## src/cmuxd_pkg.sv

```systemverilog
// cmuxd_pkg: shared types, codes and the crc-8 step for the cmux deframer
// no dependencies; used by cmuxd_parser and cmux_basic_frame_deframer_top
`default_nettype none

package cmuxd_pkg;

    // counter width for the good and dropped frame counts
    localparam int unsigned COUNTER_WIDTH = 16;

    // framing constants
    localparam logic [7:0] FLAG_BYTE = 8'hF9;
    localparam logic [7:0] FCS_GOOD  = 8'hCF;
    localparam logic [7:0] FCS_INIT  = 8'hFF;
    localparam logic [7:0] CRC_POLY  = 8'hE0;
    localparam logic [7:0] UI_MASK   = 8'hEF;
    localparam logic [7:0] UI_CTRL   = 8'h03;

    // configuration register indexes and reset values
    localparam logic       CFG_NUM_CHANNELS = 1'b0;
    localparam logic       CFG_MAX_PAYLOAD  = 1'b1;
    localparam logic [6:0]  NUM_CHANNELS_RST = 7'd4;
    localparam logic [14:0] MAX_PAYLOAD_RST  = 15'd127;

    // parser phase
    typedef enum logic [2:0] {
        PH_HUNT = 3'd0,
        PH_ADDR = 3'd1,
        PH_CTRL = 3'd2,
        PH_LEN1 = 3'd3,
        PH_LEN2 = 3'd4,
        PH_DATA = 3'd5,
        PH_FCS  = 3'd6,
        PH_END  = 3'd7
    } phase_t;

    // result kind codes
    typedef enum logic [1:0] {
        KIND_PAYLOAD = 2'd0,
        KIND_GOOD    = 2'd1,
        KIND_DROP    = 2'd2
    } kind_t;

    // drop reason codes
    typedef enum logic [2:0] {
        DROP_NONE     = 3'd0,
        DROP_CHANNEL  = 3'd1,
        DROP_TOO_LONG = 3'd2,
        DROP_FCS      = 3'd3,
        DROP_NO_FLAG  = 3'd4
    } drop_t;

    // one result beat
    typedef struct packed {
        kind_t                    kind;
        logic [7:0]               payload_byte;
        logic [5:0]               channel;
        logic [7:0]               control_byte;
        logic [14:0]              frame_length;
        drop_t                    drop_reason;
        logic [COUNTER_WIDTH-1:0] good_frames;
        logic [COUNTER_WIDTH-1:0] dropped_frames;
    } result_t;

    // reflected crc-8 update for one byte
    function automatic logic [7:0] crc_step(input logic [7:0] crc, input logic [7:0] b);
        logic [7:0] c;
        c = crc ^ b;
        for (int i = 0; i < 8; i++) begin
            c = c[0] ? ((c >> 1) ^ CRC_POLY) : (c >> 1);
        end
        return c;
    endfunction

endpackage

`default_nettype wire

```

## src/cmuxd_parser.sv

```systemverilog
// cmuxd_parser: frame phase machine, crc check, config registers and counters
// depends on cmuxd_pkg; produces at most one result per accepted byte
`default_nettype none

module cmuxd_parser (
    input  wire logic                 clk,
    input  wire logic                 rst_n,
    input  wire logic                 beat,
    input  wire logic [7:0]           rx_byte,
    input  wire logic                 cfg_we,
    input  wire logic                 cfg_index,
    input  wire logic [14:0]          cfg_data,
    output logic                      res_valid,
    output cmuxd_pkg::result_t        res
);

    cmuxd_pkg::phase_t phase_reg, phase_next;
    logic [7:0]  fcs_reg, fcs_next;
    logic [5:0]  chan_reg, chan_next;
    logic [7:0]  ctrl_reg, ctrl_next;
    logic [14:0] len_reg, len_next;
    logic [14:0] left_reg, left_next;
    logic [cmuxd_pkg::COUNTER_WIDTH-1:0] good_reg, good_next;
    logic [cmuxd_pkg::COUNTER_WIDTH-1:0] drop_reg, drop_next;
    logic [6:0]  num_ch_reg;
    logic [14:0] max_pay_reg;

    logic [7:0]  crc_in;
    logic [14:0] left_dec;
    logic [14:0] len1;
    logic [14:0] len2;
    logic        is_flag;
    logic        do_drop;
    cmuxd_pkg::kind_t kind_c;
    cmuxd_pkg::drop_t reason_c;

    // configuration registers
    always_ff @(posedge clk or negedge rst_n)
    begin
        if (!rst_n)
        begin
            num_ch_reg  <= cmuxd_pkg::NUM_CHANNELS_RST;
            max_pay_reg <= cmuxd_pkg::MAX_PAYLOAD_RST;
        end
        else if (cfg_we)
        begin
            if (cfg_index == cmuxd_pkg::CFG_NUM_CHANNELS)
                num_ch_reg <= cfg_data[6:0];
            else
                max_pay_reg <= cfg_data;
        end
    end

    // shared terms
    assign crc_in   = cmuxd_pkg::crc_step(fcs_reg, rx_byte);
    assign left_dec = left_reg - 15'd1;
    assign len1     = {8'd0, rx_byte[7:1]};
    assign len2     = {rx_byte, len_reg[6:0]};
    assign is_flag  = (rx_byte == cmuxd_pkg::FLAG_BYTE);

    // phase machine and result selection
    always_comb
    begin
        phase_next = phase_reg;
        fcs_next   = fcs_reg;
        chan_next  = chan_reg;
        ctrl_next  = ctrl_reg;
        len_next   = len_reg;
        left_next  = left_reg;
        good_next  = good_reg;
        drop_next  = drop_reg;
        res_valid  = 1'b0;
        do_drop    = 1'b0;
        kind_c     = cmuxd_pkg::KIND_PAYLOAD;
        reason_c   = cmuxd_pkg::DROP_NONE;

        unique case (phase_reg)
            cmuxd_pkg::PH_HUNT:
            begin
                if (is_flag)
                    phase_next = cmuxd_pkg::PH_ADDR;
            end
            cmuxd_pkg::PH_ADDR:
            begin
                if (!is_flag)
                begin
                    chan_next = rx_byte[7:2];
                    ctrl_next = 8'd0;
                    len_next  = 15'd0;
                    if ({1'b0, rx_byte[7:2]} >= num_ch_reg)
                    begin
                        do_drop    = 1'b1;
                        reason_c   = cmuxd_pkg::DROP_CHANNEL;
                        phase_next = cmuxd_pkg::PH_HUNT;
                    end
                    else
                    begin
                        fcs_next   = cmuxd_pkg::crc_step(cmuxd_pkg::FCS_INIT, rx_byte);
                        phase_next = cmuxd_pkg::PH_CTRL;
                    end
                end
            end
            cmuxd_pkg::PH_CTRL:
            begin
                ctrl_next  = rx_byte;
                fcs_next   = crc_in;
                phase_next = cmuxd_pkg::PH_LEN1;
            end
            cmuxd_pkg::PH_LEN1, cmuxd_pkg::PH_LEN2:
            begin
                fcs_next = crc_in;
                len_next = (phase_reg == cmuxd_pkg::PH_LEN1) ? len1 : len2;
                if (phase_reg == cmuxd_pkg::PH_LEN1 && !rx_byte[0])
                    phase_next = cmuxd_pkg::PH_LEN2;
                else if (len_next > max_pay_reg)
                begin
                    do_drop    = 1'b1;
                    reason_c   = cmuxd_pkg::DROP_TOO_LONG;
                    phase_next = is_flag ? cmuxd_pkg::PH_ADDR : cmuxd_pkg::PH_HUNT;
                end
                else
                begin
                    left_next  = len_next;
                    phase_next = (len_next == 15'd0) ? cmuxd_pkg::PH_FCS : cmuxd_pkg::PH_DATA;
                end
            end
            cmuxd_pkg::PH_DATA:
            begin
                if ((ctrl_reg & cmuxd_pkg::UI_MASK) == cmuxd_pkg::UI_CTRL)
                    fcs_next = crc_in;
                left_next = left_dec;
                if (left_dec == 15'd0)
                    phase_next = cmuxd_pkg::PH_FCS;
                res_valid = 1'b1;
                kind_c    = cmuxd_pkg::KIND_PAYLOAD;
            end
            cmuxd_pkg::PH_FCS:
            begin
                fcs_next   = crc_in;
                phase_next = cmuxd_pkg::PH_END;
            end
            cmuxd_pkg::PH_END:
            begin
                if (fcs_reg != cmuxd_pkg::FCS_GOOD)
                begin
                    do_drop    = 1'b1;
                    reason_c   = cmuxd_pkg::DROP_FCS;
                    phase_next = is_flag ? cmuxd_pkg::PH_ADDR : cmuxd_pkg::PH_HUNT;
                end
                else if (!is_flag)
                begin
                    do_drop    = 1'b1;
                    reason_c   = cmuxd_pkg::DROP_NO_FLAG;
                    phase_next = cmuxd_pkg::PH_HUNT;
                end
                else
                begin
                    good_next  = good_reg + cmuxd_pkg::COUNTER_WIDTH'(1);
                    fcs_next   = cmuxd_pkg::FCS_INIT;
                    phase_next = cmuxd_pkg::PH_HUNT;
                    res_valid  = 1'b1;
                    kind_c     = cmuxd_pkg::KIND_GOOD;
                end
            end
            default:
            begin
                phase_next = cmuxd_pkg::PH_HUNT;
            end
        endcase

        // common drop handling
        if (do_drop)
        begin
            drop_next = drop_reg + cmuxd_pkg::COUNTER_WIDTH'(1);
            fcs_next  = cmuxd_pkg::FCS_INIT;
            res_valid = 1'b1;
            kind_c    = cmuxd_pkg::KIND_DROP;
        end
    end

    // result fields reflect the state after this byte
    always_comb
    begin
        res.kind           = kind_c;
        res.payload_byte   = (kind_c == cmuxd_pkg::KIND_PAYLOAD) ? rx_byte : 8'd0;
        res.channel        = chan_next;
        res.control_byte   = ctrl_next;
        res.frame_length   = len_next;
        res.drop_reason    = reason_c;
        res.good_frames    = good_next;
        res.dropped_frames = drop_next;
    end

    // frame state registers
    always_ff @(posedge clk or negedge rst_n)
    begin
        if (!rst_n)
        begin
            phase_reg <= cmuxd_pkg::PH_HUNT;
            fcs_reg   <= cmuxd_pkg::FCS_INIT;
            chan_reg  <= 6'd0;
            ctrl_reg  <= 8'd0;
            len_reg   <= 15'd0;
            left_reg  <= 15'd0;
            good_reg  <= '0;
            drop_reg  <= '0;
        end
        else if (beat)
        begin
            phase_reg <= phase_next;
            fcs_reg   <= fcs_next;
            chan_reg  <= chan_next;
            ctrl_reg  <= ctrl_next;
            len_reg   <= len_next;
            left_reg  <= left_next;
            good_reg  <= good_next;
            drop_reg  <= drop_next;
        end
    end

endmodule

`default_nettype wire

```

## src/cmux_basic_frame_deframer_top.sv

```systemverilog
// output: a result beat is registered in the output register, or in the skid entry while that register is held
// throughput: one byte per cycle; the output register plus one skid entry
// keep input flowing while a result waits, stall rises only when the skid is full
// reset: rst_n clears the phase to hunting, crc to 0xff, counters to zero,
// num_channels to 4 and max_payload to 127; no clearing pass
`default_nettype none

module cmux_basic_frame_deframer_top (
    input  wire logic        clk,
    input  wire logic        rst_n,
    // configuration
    input  wire logic        cfg_we,
    input  wire logic        cfg_index,
    input  wire logic [14:0] cfg_data,
    // input channel
    input  wire logic        in_valid,
    output logic             in_stall,
    input  wire logic [7:0]  rx_byte,
    // output channel
    output logic             out_valid,
    input  wire logic        out_stall,
    output logic [1:0]       kind,
    output logic [7:0]       payload_byte,
    output logic [5:0]       channel,
    output logic [7:0]       control_byte,
    output logic [14:0]      frame_length,
    output logic [2:0]       drop_reason,
    output logic [15:0]      good_frames,
    output logic [15:0]      dropped_frames
);

    logic               in_beat;
    logic               out_beat;
    logic               res_valid;
    cmuxd_pkg::result_t res;
    cmuxd_pkg::result_t main_reg;
    cmuxd_pkg::result_t skid_reg;
    logic               main_valid_reg;
    logic               skid_valid_reg;
    logic               push;

    assign in_stall = skid_valid_reg;
    assign in_beat  = in_valid && !in_stall;
    assign out_beat = main_valid_reg && !out_stall;
    assign push     = in_beat && res_valid;

    // frame parser
    cmuxd_parser u_parser (
        .clk       (clk),
        .rst_n     (rst_n),
        .beat      (in_beat),
        .rx_byte   (rx_byte),
        .cfg_we    (cfg_we),
        .cfg_index (cfg_index),
        .cfg_data  (cfg_data),
        .res_valid (res_valid),
        .res       (res)
    );

    // output register and skid entry control
    always_ff @(posedge clk or negedge rst_n)
    begin
        if (!rst_n)
        begin
            main_valid_reg <= 1'b0;
            skid_valid_reg <= 1'b0;
        end
        else
        begin
            if (skid_valid_reg)
            begin
                if (out_beat)
                    skid_valid_reg <= 1'b0;
            end
            else if (push)
            begin
                if (main_valid_reg && !out_beat)
                    skid_valid_reg <= 1'b1;
                else
                    main_valid_reg <= 1'b1;
            end
            else if (out_beat)
            begin
                main_valid_reg <= 1'b0;
            end
        end
    end

    // output register and skid payload
    always_ff @(posedge clk)
    begin
        if (skid_valid_reg)
        begin
            if (out_beat)
                main_reg <= skid_reg;
        end
        else if (push)
        begin
            if (main_valid_reg && !out_beat)
                skid_reg <= res;
            else
                main_reg <= res;
        end
    end

    // result beat fields
    assign out_valid      = main_valid_reg;
    assign kind           = main_reg.kind;
    assign payload_byte   = main_reg.payload_byte;
    assign channel        = main_reg.channel;
    assign control_byte   = main_reg.control_byte;
    assign frame_length   = main_reg.frame_length;
    assign drop_reason    = main_reg.drop_reason;
    assign good_frames    = main_reg.good_frames;
    assign dropped_frames = main_reg.dropped_frames;

endmodule

`default_nettype wire
```

## config.mk

```make
export PLATFORM = sky130hd
export DESIGN_NAME = cmux_basic_frame_deframer_top
export DESIGN_NICKNAME = d
export VERILOG_FILES = /design/src/cmuxd_pkg.sv /design/src/cmuxd_parser.sv /design/src/cmux_basic_frame_deframer_top.sv
export SDC_FILE = /design/constraint.sdc
export NUM_CORES = 1
export LEC_CHECK = 0
export ABC_AREA = 1
export BUFFER_PORTS_ARGS = -buffer_cell sky130_fd_sc_hd__buf_2
export CAP_MARGIN = 10
export CORE_ASPECT_RATIO = 0.9
export CORE_MARGIN = 8
export CORE_UTILIZATION = 45
export DETAILED_ROUTE_END_ITERATION = 8
export GPL_TIMING_DRIVEN = 0
export REMOVE_ABC_BUFFERS = 1
export SLEW_MARGIN = 20
export SYNTH_ARGS = -nofsm -noshare
export SYNTH_HDL_FRONTEND = slang
export SYNTH_SLANG_ARGS = --single-unit
```

## constraint.sdc

```tcl
create_clock -name clk -period 24.4 [get_ports clk]
set_input_delay 3.66 -clock clk [delete_from_list [all_inputs] [get_ports clk]]
set_output_delay 3.66 -clock clk [all_outputs]
set_load 0.02 [all_outputs]
```

* Yosys cells after proc, flatten, opt, wreduce, memory -nomap -nowiden *
Cells that the tools add are included.

word-level totals
  flip-flop bits (word level) = 259

operators by class
  eq/ne operators = 23
  reduce and logical (&&, ||, !) cells = 27
  multiplexer cells = 81
  magnitude comparators = 2
  $add $sub $neg = 3
  bitwise operators = 20

operator list
  kind                                                count
  2-to-1 mux 74 bit                                   4
  2-to-1 mux 8 bit                                    24
  2-to-1 mux 16 bit                                   4
  2-to-1 mux 15 bit                                   4
  case mux 15 bit (2 select lines)                    2
  inverter 2 -> 3 bit                                 16
  adder 16 x 1 -> 16 bit, second input constant       2
  case mux 8 bit (4 select lines)                     1
  zero test 15 bit                                    2
  2-to-1 mux 3 bit                                    10
  case mux 3 bit (7 select lines)                     1
  2-to-1 mux 1 bit                                    19
  case mux 8 bit (2 select lines)                     1
  > comparator 15 bit                                 1
  subtractor 15 x 1 -> 15 bit, second input constant  1
  == test 3 bit, second input constant                4
  2-to-1 mux 2 bit                                    6
  2-to-1 mux 6 bit                                    2
  inequality test 2 bit, second input constant        6
  case mux 3 bit (3 select lines)                     1
  AND reduction 3 bit                                 3
  == test 8 bit, second input constant                1
  inequality test 8 bit, second input constant        1
  inverter 8 bit                                      1
  other kinds (23)                                    39

* Longest topological paths before layout *
  depth in word-level cells = 21
  gate-level depth with buffers = 22
  gate-level depth less buffers = 19

* Hierarchy *
A second synthesis with hierarchy kept.

unflattened totals
  cells, all modules = 1474
  area, all modules = 13150.1 um^2

by module, submodules not included
  module                         instances  area an instance (um^2)  cells an instance
  cmuxd_parser                   1          7622.3                   1069
  cmux_basic_frame_deframer_top  1          5527.8                   405

* Least setup slack after synthesis *
No wires, ideal clock.

  kind = input to register
  start point = in rx_byte[2]
  end point = reg main_reg (netlist bit channel[0]) (enable)
  setup time = 0.619 ns
  setup slack = 13.053 ns
  buffers on the path = 2
  cell stages on the path = 17
  data arrival time = 10.728 ns
  required time = 23.781 ns
  cells stage by stage = buf_2 inv_1 o21ai_0 ha_1 nand2_1 inv_1 nand2_1 nand2_1 nand2_1 nand2_1 nand2_1 nand2_1 nand3_4 buf_4 nand3_1 nand2_1 a21boi_0

on the way
  cells in the longest elaborated chain, start to end = 9
  elaborated cells between the ends (all ways) = 18

ends and longest elaborated chain
  element                          line                                  text
  start: declaration               cmux_basic_frame_deframer_top.sv:18   input wire logic [7:0] rx_byte,
  2-to-1 mux 15 bit                cmuxd_parser.sv:112                   len_next = (phase_reg == cmuxd_pkg::PH_LEN1) ? len1 : len2;
  > comparator 15 bit              cmuxd_parser.sv:115                   else if (len_next > max_pay_reg)
  2-to-1 mux 1 bit                 cmuxd_parser.sv:115
  2-to-1 mux 1 bit                 cmuxd_parser.sv:113                   if (phase_reg == cmuxd_pkg::PH_LEN1 && !rx_byte[0])
  case mux 1 bit (3 select lines)  cmuxd_parser.sv:77                    unique case (phase_reg)
  2-to-1 mux 1 bit *               cmuxd_parser.sv:172                   if (do_drop)
  logical AND 1 bit *              cmux_basic_frame_deframer_top.sv:45   assign push = in_beat && res_valid;
  nonzero test 2 bit (no line) *   -
  AND reduction 3 bit (no line) *  -
  end signal: assignment           cmux_basic_frame_deframer_top.sv:95   main_reg <= skid_reg;
  end signal: assignment           cmux_basic_frame_deframer_top.sv:102  main_reg <= res;
  end: declaration                 cmux_basic_frame_deframer_top.sv:36   cmuxd_pkg::result_t main_reg;

Mark *: on every way between the ends. The rest lies on a longest branch, timed or not.
A chain may end at the register's enable or synchronous reset.

* Worst setup path after layout *
  start point = in rx_byte[4]
  end point = reg main_reg (netlist bit frame_length[14]) (enable)

The elaborated chain is that of the path after synthesis.

==> flow_metrics.py <==
metrics = {
    "timing": {
        "finalCritPeriodShare_pct": 28.62,
        "post-route-min-period_ns": 6.984,
        "hold_violations": 0,
        "worst_pin_slew_ns": 0.8707,
        "max_freq_mhz": 143.2,
        "drv_slew": 0,
        "skew_ns": 0.02172,
        "setup-violations-final": 0,
        "rsz0062_at_grt": "false",
        "whs_ns": 0.4834,
        "slew_headroom_pct": 41.82,
        "setup_tns_ns": 0,
    },
    "drt": {
        "wl_per_cell_um": 15.90,
        "vias_per_cell": 5.043,
        "drt_iter0_markers": 653,
        "firstDrtPassIters": 5,
        "wl_um": 32110,
        "drcViolationCount": 0,
        "vias": 10190,
        "ant_nets": 0,
    },
    "worst_setup_path": {
        "crit_arrival_ns": 7.25,
        "worstSetupStartpointType": "primary input",
        "cp.depth": 16,
        "worst_path_max_delay_cell": "o21ai_0",
        "cp_max_fo": 24,
        "cpPeakStageDelay_ns": 0.66,
        "crit_buf_inv": 4,
        "path_cells": "buf_2 -> inv_1 -> o21ai_0 -> ha_1 -> nand2_1 -> nor2_1 -> nand2_1 -> nand2_1 -> nand2_1 -> nand2_1 -> nand3_4 -> nand3_1 -> nand2_1 -> a21boi_4 -> buf_16 -> buf_16",
        "crit_top_cell": "nand2_1",
        "crit_family": "compound AO/OA/AOI/OAI gates",
        "setup.worst_path.end_class": "flop",
        "r2r_cells": 9,
        "path_class": "primary input to flop",
        "crit_required_ns": 24.67,
    },
    "clock_tree": {
        "cts_root_buf": "clkbuf_16",
        "h-tree-depth": 1,
        "insertion_delay_ns": 0.56,
        "clockBufferDepth": 3,
        "clock_sinks": 259,
        "cts_setup_buffers": 0,
        "cts_tree": "built",
        "cts_buffers": 28,
        "cts_resized": 0,
        "ctsHoldBuffers": 0,
        "clk_pin_slew_ns": 0.06,
    },
    "power": {
        "leakage_nw": 6.931,
        "p_total_mw": 1.806,
        "ir_worst_vdd_v": 0.00005928,
        "power_density_nw_per_um2": 116.0,
    },
    "floorplanning": {
        "ios": 105,
        "die_height_um": 181.2,
        "num_rows": 60,
        "start_util_pct": 45.67,
        "die_width_um": 199.6,
        "coreArea_um2": 29880,
        "die-area_um2": 36160,
    },
    "run_status": {
        "outcome": "finished clean",
    },
    "cells_and_area": {
        "largest_reg_flops": 74,
        "drive_gt1_share_pct": 16.64,
        "fin_nets": 1652,
        "syn2layout_area_growth_pct": 14.12,
        "diodes": 0,
        "fill_cells": 2793,
        "final_cells": 2020,
    },
    "grt": {
        "grt_max_degree": 80,
        "use_met1_pct": 25.58,
        "antenna_found_initial": 0,
        "grt_pass1_vias": 10090,
        "grtUsageMet2_pct": 28.75,
        "overflow": 0,
        "grt_pass1_wl_um": 53320,
        "busiest_layer": "met2",
        "gr-usage-all-layers_pct": 18.10,
        "gr-usage-met3_pct": 2.842,
    },
    "synthesis": {
        "syn_inst": 1507,
        "syn-cell-area_um2": 13650,
        "synth.yosys.seq_area_share_pct": 53.07,
        "yosysWarningCount": 0,
        "synth_edf_count": 148,
        "yosys_register_bits": 259,
        "ys.flop_type": "edfxtp_1",
        "async_reset_ff_share_pct": 42.86,
        "syn_avg_cell_area_um2": 9.056,
        "yosysUniqueCellTypes": 53,
    },
    "place": {
        "io_buffers": 104,
        "hpwlAfterDp_um": 22020,
        "dp.cells": 1968,
        "globalplace.congestion": 0.8981,
    },
    "run": {
        "drv_cap": 0,
    },
    "min_path": {
        "worstHoldPathType": "flop to flop",
        "hold_path_depth": 2,
    },
}
logic make-up after synthesis:
kind of cell	share of synthesized area (%)
fa+ha+maj	2.567
buf+inv	7.261
flops	53.07
simple gates	24.45
compound gates	9.774
xor+xnor	2.879
layout by cell type, fill, tap and decap left out, types with 6 or more instances in the layout:
| master | n |
|---|---|
| o21ai_4 | 8 |
| clkbuf_16 | 28 |
| inv_1 | 158 |
| o21ai_0 | 106 |
| clkbuf_1 | 9 |
| nand3_1 | 77 |
| nor2_4 | 6 |
| o22ai_1 | 11 |
| o22ai_4 | 10 |
| nand2_1 | 497 |
| ha_1 | 28 |
| a21oi_1 | 21 |
| or2_2 | 7 |
| nand4_1 | 7 |
| buf_2 | 103 |
| o21ai_2 | 7 |
| nor3_1 | 13 |
| xor2_1 | 28 |
| xnor2_1 | 15 |
| o21ai_1 | 11 |
| dfrtp_1 | 94 |
| edfxtp_1 | 148 |
| o211ai_1 | 12 |
| buf_16 | 9 |
| nor2_8 | 7 |
| nand2_2 | 17 |
| nor2_1 | 92 |
| dfstp_2 | 16 |
cells in the mapped netlist (7+ instances only):
cell	instances	share of area, %
o21ai_1	11	0.40
a21oi_1	21	0.77
buf_6	7	0.58
dfstp_2	16	3.1
o21ai_4	8	0.95
nor2_1	93	2.6
o211ai_1	12	0.66
clkbuf_1	27	0.74
ha_1	28	2.6
inv_1	158	4.3
buf_2	13	0.48
nand3_1	77	2.8
o21ai_2	7	0.45
or2_2	7	0.32
o22ai_1	11	0.50
nor3_1	13	0.48
nand4_1	7	0.32
nor2_8	7	1.0
nand2_1	498	14
o21ai_0	106	3.9
nand2_2	16	0.73
xor2_1	28	1.8
edfxtp_1	148	33
dfrtp_1	95	17
xnor2_1	15	0.96
o22ai_4	10	1.5
layout make-up:
cell class / instances / area [um^2] / area share [%]
clock buffer: 42 / 803.3 / 5.158
tap: 403 / 504.2 / 3.238
multi-input combinational: 1021 / 5435 / 34.90
clock inverter: 10 / 116.4 / 0.7472
sequential: 259 / 7246 / 46.53
inverter: 171 / 674.4 / 4.330
timing repair buffer: 114 / 794.5 / 5.102
power breakdown:
part           leakage, nW  internal (mW)  switching [mW]
clock                0.447          0.248           0.174
sequential            2.74          0.608          0.0673
combinational         3.74          0.223           0.486
per-stage QoR:
stage               worst slack [ns]  cell area (um^2)  util [%]
finish                         17.42             15570     52.12
global route                   17.12             15570     52.12
CTS                            17.40             15570     52.12
detailed placement             16.82             14650     49.05
global placement               8.819             14350     48.02
floorplan                      12.97             13320         -
metal layers:
layer  up-vias  share of wire (%)
met5         -                  0
met4         0                2.2
met1      4865                 48
li1       5081                  -
met2       192                 45
met3        48                4.9
path summary, 6_finish.rpt:
kind,startpoint,to,slack [ns]
max in group asynchronous,rst_n,u_parser.fcs_reg[3],20.64
worst max-delay path,rx_byte[4],frame_length[14],17.42
worst max register to register,in_stall,frame_length[14],19.76
worst min-delay path,u_parser.chan_reg[4],u_parser.chan_reg[4],0.48
min in group asynchronous,rst_n,u_parser.max_pay_reg[14],3.03
worst min register to register,u_parser.chan_reg[4],u_parser.chan_reg[4],0.48
tightest hold or removal path, delay by kind of cell (launching register included):
kind	cells	cell delay (ns)
flops	1	0.34
compound gates	1	0.06
simple gates	1	0.05
Power figures use the tool's default switching activity.
